==> src/tcnc_pkg.sv <==
// ----------------------------------------------------------------------------
// tcnc_pkg
// Shared types for the triangle cull and near-plane clip block.
// ----------------------------------------------------------------------------
package tcnc_pkg;

  localparam int unsigned AlphaBits = 16;
  localparam logic [AlphaBits-1:0] AlphaMax = '1;

  typedef struct packed {
    logic signed [31:0] a_x;
    logic signed [31:0] a_y;
    logic signed [31:0] a_z;
    logic signed [31:0] a_w;
    logic signed [31:0] b_x;
    logic signed [31:0] b_y;
    logic signed [31:0] b_z;
    logic signed [31:0] b_w;
    logic signed [31:0] c_x;
    logic signed [31:0] c_y;
    logic signed [31:0] c_z;
    logic signed [31:0] c_w;
  } in_t;

  typedef struct packed {
    logic signed [31:0] out_x;
    logic signed [31:0] out_y;
    logic signed [31:0] out_z;
    logic signed [31:0] out_w;
    logic [1:0]         corner;
    logic               last_vertex;
  } out_t;

  typedef struct packed {
    logic signed [31:0] x;
    logic signed [31:0] y;
    logic signed [31:0] z;
    logic signed [31:0] w;
  } vtx_t;

  // pass: s0 s1 s2 as is
  // one behind: s0 = behind vertex, s1 = U, s2 = V
  // two behind: s0 = P, s1 = R, s2 = front vertex
  typedef enum logic [1:0] {
    MODE_PASS,
    MODE_ONE,
    MODE_TWO
  } mode_t;

  typedef struct packed {
    mode_t mode;
    vtx_t  s0;
    vtx_t  s1;
    vtx_t  s2;
  } job_t;

  typedef enum logic [1:0] {
    ST_IDLE,
    ST_DIV,
    ST_MUL,
    ST_EMIT
  } back_state_t;

  // component of a vertex by index x, y, z, w
  function automatic logic signed [31:0] vtx_comp(vtx_t v, logic [1:0] sel);
    logic signed [31:0] r;
    unique case (sel)
      2'd0: r = v.x;
      2'd1: r = v.y;
      2'd2: r = v.z;
      default: r = v.w;
    endcase
    return r;
  endfunction

endpackage

==> src/tcnc_divider.sv <==
// ----------------------------------------------------------------------------
// tcnc_divider
// Bit-serial divider for the cut fraction alpha = (-pz << 16) / (qz - pz).
// ----------------------------------------------------------------------------
module tcnc_divider (
  input  logic               clk,
  input  logic               rst,
  input  logic               start,
  input  logic signed [31:0] pz,
  input  logic signed [31:0] qz,
  output logic               busy,
  output logic [tcnc_pkg::AlphaBits-1:0] alpha
);
  import tcnc_pkg::*;

  logic [32:0] rem;
  logic [32:0] den;
  logic [AlphaBits-1:0] quo;
  logic sat;
  logic [4:0] cnt;

  logic [32:0] num_a;
  logic [32:0] den_a;
  logic [33:0] shifted;

  // operands at start: -pz and qz - pz, both positive
  always_comb begin
    num_a   = 33'd0 - {pz[31], pz};
    den_a   = {qz[31], qz} - {pz[31], pz};
    shifted = {rem, 1'b0};
  end

  // one quotient bit per cycle
  always_ff @(posedge clk) begin
    if (rst) begin
      busy <= 1'b0;
      cnt  <= '0;
    end else if (start) begin
      busy <= 1'b1;
      cnt  <= 5'(AlphaBits);
      rem  <= num_a;
      den  <= den_a;
      sat  <= (num_a >= den_a);
      quo  <= '0;
    end else if (busy) begin
      if (shifted >= {1'b0, den}) begin
        rem <= 33'(shifted - {1'b0, den});
        quo <= {quo[AlphaBits-2:0], 1'b1};
      end else begin
        rem <= shifted[32:0];
        quo <= {quo[AlphaBits-2:0], 1'b0};
      end
      cnt <= cnt - 5'd1;
      if (cnt == 5'd1) begin
        busy <= 1'b0;
      end
    end
  end

  // a quotient of one saturates
  assign alpha = sat ? AlphaMax : quo;

endmodule

==> src/tcnc_back.sv <==
// ----------------------------------------------------------------------------
// tcnc_back
// Computes cut points and emits result vertices through a two-word queue.
// ----------------------------------------------------------------------------
module tcnc_back (
  input  logic           clk,
  input  logic           rst,
  input  logic           job_valid,
  input  tcnc_pkg::job_t job,
  output logic           job_take,
  output logic           empty,
  input  logic           pop,
  output tcnc_pkg::out_t result
);
  import tcnc_pkg::*;

  back_state_t state, state_next;
  job_t cur;
  vtx_t cutv [2];
  logic [2:0] step;
  logic [2:0] idx;

  logic div_start;
  logic busy0, busy1;
  logic [AlphaBits-1:0] alpha0, alpha1;
  logic signed [31:0] pz0, qz0, pz1, qz1;

  logic signed [31:0] pc, qc, rc;
  logic signed [32:0] diff;
  logic signed [49:0] prod;
  logic [AlphaBits-1:0] alpha_sel;

  out_t oq [2];
  logic oq_wr, oq_rd;
  logic [1:0] oq_count;
  logic oq_push, oq_pop;
  out_t emit_word;
  logic last_idx;

  // cut endpoints by mode
  always_comb begin
    pz0 = job.s0.z;
    qz0 = (job.mode == MODE_ONE) ? job.s1.z : job.s2.z;
    pz1 = (job.mode == MODE_ONE) ? job.s0.z : job.s1.z;
    qz1 = job.s2.z;
  end

  tcnc_divider u_div0 (
    .clk, .rst, .start(div_start), .pz(pz0), .qz(qz0), .busy(busy0), .alpha(alpha0)
  );
  tcnc_divider u_div1 (
    .clk, .rst, .start(div_start), .pz(pz1), .qz(qz1), .busy(busy1), .alpha(alpha1)
  );

  // next state
  always_comb begin
    state_next = state;
    unique case (state)
      ST_IDLE: if (job_valid) state_next = (job.mode == MODE_PASS) ? ST_EMIT : ST_DIV;
      ST_DIV:  if (!busy0 && !busy1) state_next = ST_MUL;
      ST_MUL:  if (step == 3'd7) state_next = ST_EMIT;
      ST_EMIT: if (oq_push && last_idx) state_next = ST_IDLE;
      default: state_next = ST_IDLE;
    endcase
  end

  // state outputs
  always_comb begin
    job_take  = (state == ST_IDLE) && job_valid;
    div_start = job_take && (job.mode != MODE_PASS);
    oq_push   = (state == ST_EMIT) && (oq_count != 2'd2);
  end

  always_ff @(posedge clk) begin
    if (rst) begin
      state <= ST_IDLE;
    end else begin
      state <= state_next;
    end
  end

  // interpolate one component per cycle
  always_comb begin
    vtx_t p, q;
    if (step[2]) begin
      p = (cur.mode == MODE_ONE) ? cur.s0 : cur.s1;
      q = cur.s2;
      alpha_sel = alpha1;
    end else begin
      p = cur.s0;
      q = (cur.mode == MODE_ONE) ? cur.s1 : cur.s2;
      alpha_sel = alpha0;
    end
    pc   = vtx_comp(p, step[1:0]);
    qc   = vtx_comp(q, step[1:0]);
    diff = {qc[31], qc} - {pc[31], pc};
    prod = diff * $signed({1'b0, alpha_sel});
    rc   = pc + prod[47:16];
  end

  always_ff @(posedge clk) begin
    if (job_take) begin
      cur <= job;
    end
    if (state == ST_MUL) begin
      unique case (step[1:0])
        2'd0: cutv[step[2]].x <= rc;
        2'd1: cutv[step[2]].y <= rc;
        2'd2: cutv[step[2]].z <= rc;
        default: cutv[step[2]].w <= rc;
      endcase
    end
  end

  // sequencing counters
  always_ff @(posedge clk) begin
    if (rst) begin
      step <= '0;
      idx  <= '0;
    end else begin
      if (state == ST_MUL) step <= step + 3'd1;
      else step <= '0;
      if (state != ST_EMIT) idx <= '0;
      else if (oq_push) idx <= idx + 3'd1;
    end
  end

  // vertex selection for the emitted word
  always_comb begin
    vtx_t v;
    logic [1:0] crn;
    last_idx = (cur.mode == MODE_ONE) ? (idx == 3'd5) : (idx == 3'd2);
    crn = (idx >= 3'd3) ? 2'(idx - 3'd3) : idx[1:0];
    v = cur.s2;
    unique case (cur.mode)
      MODE_ONE: begin
        unique case (idx)
          3'd0, 3'd4: v = cutv[0];
          3'd1:       v = cur.s1;
          3'd3:       v = cutv[1];
          default:    v = cur.s2;
        endcase
      end
      MODE_TWO: begin
        unique case (idx)
          3'd0:    v = cutv[0];
          3'd1:    v = cutv[1];
          default: v = cur.s2;
        endcase
      end
      default: begin
        unique case (idx)
          3'd0:    v = cur.s0;
          3'd1:    v = cur.s1;
          default: v = cur.s2;
        endcase
      end
    endcase
    emit_word = '{out_x: v.x, out_y: v.y, out_z: v.z, out_w: v.w,
                  corner: crn, last_vertex: last_idx};
  end

  // two-word result queue
  assign oq_pop = pop && (oq_count != 2'd0);

  always_ff @(posedge clk) begin
    if (oq_push) begin
      oq[oq_wr] <= emit_word;
    end
  end

  always_ff @(posedge clk) begin
    if (rst) begin
      oq_wr    <= 1'b0;
      oq_rd    <= 1'b0;
      oq_count <= '0;
    end else begin
      if (oq_push) oq_wr <= ~oq_wr;
      if (oq_pop) oq_rd <= ~oq_rd;
      oq_count <= oq_count + {1'b0, oq_push} - {1'b0, oq_pop};
    end
  end

  assign empty  = (oq_count == 2'd0);
  assign result = oq[oq_rd];

endmodule

==> config.mk <==
export PLATFORM = sky130hd
export DESIGN_NAME = tcnc_back
export DESIGN_NICKNAME = d
export VERILOG_FILES = /design/src/tcnc_pkg.sv /design/src/tcnc_divider.sv /design/src/tcnc_back.sv
export SDC_FILE = /design/constraint.sdc
export NUM_CORES = 2
export LEC_CHECK = 0
export ABC_AREA = 0
export BUFFER_PORTS_ARGS = -buffer_cell sky130_fd_sc_hd__buf_2
export CAP_MARGIN = 20
export CORE_ASPECT_RATIO = 1.1
export CORE_MARGIN = 2
export CORE_UTILIZATION = 27
export DETAILED_ROUTE_END_ITERATION = 12
export PLACE_DENSITY = 0.39
export SLEW_MARGIN = 10
export SYNTH_ARGS = -nofsm -noshare
export SYNTH_HDL_FRONTEND = slang
export SYNTH_SLANG_ARGS = --single-unit
==> constraint.sdc <==
create_clock -name clk -period 21.9 [get_ports clk]
set_clock_uncertainty 0.05 [all_clocks]
set_input_delay 4.38 -clock clk [delete_from_list [all_inputs] [get_ports clk]]
set_output_delay 4.38 -clock clk [all_outputs]
set_load 0.02 [all_outputs]
==> results_dict.tcl <==
set metrics [dict create \
    async_flop_share_pct 0 \
    drv_cap 0 \
    synth_xor_xnor_area_share_pct 3.29 \
    ant_nets 0 \
    drtIter0Drc 8181 \
    ys_seq_area_share_pct 41.8 \
    placement.cell_area_mm2 0.0856 \
    final_nets 9128 \
    cts_buffer_depth 4 \
    htree_levels 4 \
    die_w_um 517 \
    syn-num-nets 8719 \
    final_common_cell "edfxtp_1" \
    yosys_most_used_dff "edfxtp_1" \
    cts_sinks 1095 \
    critPathSlowestCell "xnor2_1" \
    cp_max_fo 52 \
    critPathLaunchType "flip-flop" \
    min_to "u_div0.cnt[1]$_SDFFE_PP0P_" \
    cts_tree "built" \
    grt_pass1_vias 62667 \
    cts_made_buffers 147 \
    netlist_area_mm2 0.0781 \
    vias 63380 \
    fin_tns_setup_ps 0 \
    cp-end-kind "flip-flop" \
    io_buffer_count 522 \
    synth_edf_count 1070 \
    syn_avg_cell_area_um2 10.5 \
    rows 207 \
    drtPass1Iterations 12 \
    seq_area_mm2 0.0326 \
    grt_overflow_total 0 \
    place_ws_ps 6060 \
    setup_viol 0 \
    cts_root_buf "clkbuf_16" \
    dieArea_mm2 0.294 \
    synthAdderAreaFrac_pct 18.9 \
    cp.required_ps 22290 \
    fin_area_mm2 0.0902 \
    fin_crit_sh_pct 73.9 \
    drv_slew 0 \
    layout-drive-gt1-share_pct 14.3 \
    cpPeakStageDelay_ps 910 \
    relSlewSlack_pct 8.51 \
    ys_ff_latch 1095 \
    critPathKind "reg -> reg" \
    cts_setup_buffers 0 \
    grt_max_degree 180 \
    r2r_end "cutv[1][31]$_DFFE_PP_" \
    hold_viol_final 0 \
    hold_start "u_div0.cnt[1]$_SDFFE_PP0P_" \
    routabilityCongestion 0.917 \
    synth_cells 7449 \
    synthSimpleGateAreaFrac_pct 10.5 \
    core_mm2 0.289 \
    synth_top_family_by_area "adder cells" \
    hold_class "reg -> reg" \
    synthMuxAreaShare_pct 3.45 \
    regToRegSetupSlack_ps 5720 \
    fmax_mhz 61.8 \
    ys_types 83 \
    area_growth_pct 15.4 \
    start_util_pct 27.1 \
    cpMostUsedCell "a21oi_1" \
    hold_depth 2 \
    synth_compound_area_share_pct 15.9 \
    n_fill_cell 29781 \
    grt_usage_pct 23.8 \
    fin_crit_ps 16180 \
    drc_errors 0 \
    dpl.hpwl_mm 272 \
    clock_latency_ps 890 \
    arrival_ps 16570 \
    grt_pass1_wl_mm 494 \
    synth_warnings 0 \
    worst_slew_pin_slew_ps 1370 \
    io_pins 523 \
    r2r-start "step[1]$_SDFF_PP0_" \
    status "finished, final reports clean" \
    multi_input_area_mm2 0.0410 \
    rsz0062_at_grt "no" \
    r2r_cells 57 \
    routed_wl_mm 357 \
    wl_per_cell_um 30.2 \
    clk_pin_slew_worst_paths_ps 60 \
    final_cell_mix "edfxtp_1, inv_1, nand2_1" \
    viasPerCell 5.36 \
    die_h_um 568 \
    ctsHoldBuffers 0 \
    antenna_found_initial 41 \
    post_cts_resized 0 \
    setup_ws_ps 5720 \
]
==> registers in the layout, indices dropped and copies added, names as in the netlist, named ones only <==
signal / flops
cur: 386
oq: 262
cutv: 256
u_div0.den: 33
u_div0.rem: 33
u_div1.den: 33
u_div1.rem: 33
u_div0.quo: 16
u_div1.quo: 16
u_div0.cnt: 5
u_div1.cnt: 5
idx: 3
step: 3
oq_count: 2
state: 2
oq_rd: 1
oq_wr: 1
u_div0.busy: 1
u_div0.sat: 1
u_div1.busy: 1
u_div1.sat: 1
==> synthesized netlist by cell type, types with 66 or more instances <==
| library cell | n | share of area (%) |
|---|---|---|
| edfxtp_1 | 1070 | 41 |
| a22oi_1 | 288 | 2.8 |
| nor3_1 | 70 | 0.45 |
| a221oi_1 | 136 | 1.5 |
| a31oi_1 | 159 | 1.3 |
| xor2_1 | 94 | 1.1 |
| ha_1 | 385 | 6.2 |
| and2_1 | 66 | 0.53 |
| nor2b_1 | 73 | 0.58 |
| inv_1 | 867 | 4.2 |
| a222oi_1 | 197 | 2.5 |
| a21o_1 | 102 | 0.98 |
| mux2_2 | 141 | 2.0 |
| fa_1 | 495 | 13 |
| nand2_1 | 783 | 3.8 |
| xnor2_1 | 191 | 2.1 |
| o21ai_0 | 255 | 1.6 |
| a21oi_1 | 382 | 2.4 |
| nor2_1 | 652 | 3.1 |
| clkbuf_1 | 376 | 1.8 |
==> kinds of logic (layout without fill, tap and decap cells) <==
family,after synthesis,after routing
AND/OR/NAND/NOR,1901,1901
AO/OA/AOI/OAI,1782,1782
buffers and inverters,1284,1792
flip-flops,1095,1095
adder cells (fa/ha/maj),885,885
XOR/XNOR,289,289
multiplexers,213,213
other,0,6
==> through the flow <==
stage / utilization, % / instances / hold slack [ps]
after detailed placement: 29.7 / 11571 / 451
final: 31.3 / 11829 / 455
after global placement: 29.6 / 11560 / 435
after global routing: 31.2 / 11824 / 484
after CTS: 31.2 / 11819 / 457
after floorplan: - / 7449 / 405
==> worst max path at each step <==
stage,depth (start not counted),start,to,slack (ps)
after floorplan,5,job_valid,u_div0.den[0]$_DFFE_PP_,2440
after global placement,57,step[1]$_SDFF_PP0_,cutv[0][31]$_DFFE_PP_,6030
after detailed placement,57,step[1]$_SDFF_PP0_,cutv[1][31]$_DFFE_PP_,6060
after CTS,57,step[1]$_SDFF_PP0_,cutv[0][31]$_DFFE_PP_,5890
after global routing,57,step[1]$_SDFF_PP0_,cutv[1][31]$_DFFE_PP_,4820
final,57,step[1]$_SDFF_PP0_,cutv[1][31]$_DFFE_PP_,5720
==> per-layer routing <==
metal / global-route usage (%) / part of all wire [%] / wire [um]
met5: 0 / 0.023 / 81
met4: 10.3 / 5.1 / 18100
met3: 4.01 / 7.7 / 27600
met2: 38.0 / 46 / 164000
met1: 31.5 / 41 / 148000
==> cell type report <==
| type | count | area share [%] |
|---|---|---|
| multi-input combinational | 5070 | 45.5 |
| clock inverter | 80 | 0.856 |
| antenna | 6 | 0.0167 |
| tap | 3866 | 5.36 |
| sequential | 1095 | 36.2 |
| inverter | 867 | 3.61 |
| clock buffer | 168 | 4.21 |
| timing repair buffer | 677 | 4.24 |
==> critical path: cells and delay by family, from the launching register on <==
kind,cells,cell delay [ps]
xor+xnor,4,1930
buf+inv,6,1040
simple gates,10,1570
compound gates,26,5600
flops,1,360
fa+ha+maj,11,5020
Power is left out: the tool's default activity adds up to more than one toggle a clock period on the data nets, which glitch-free logic cannot reach.
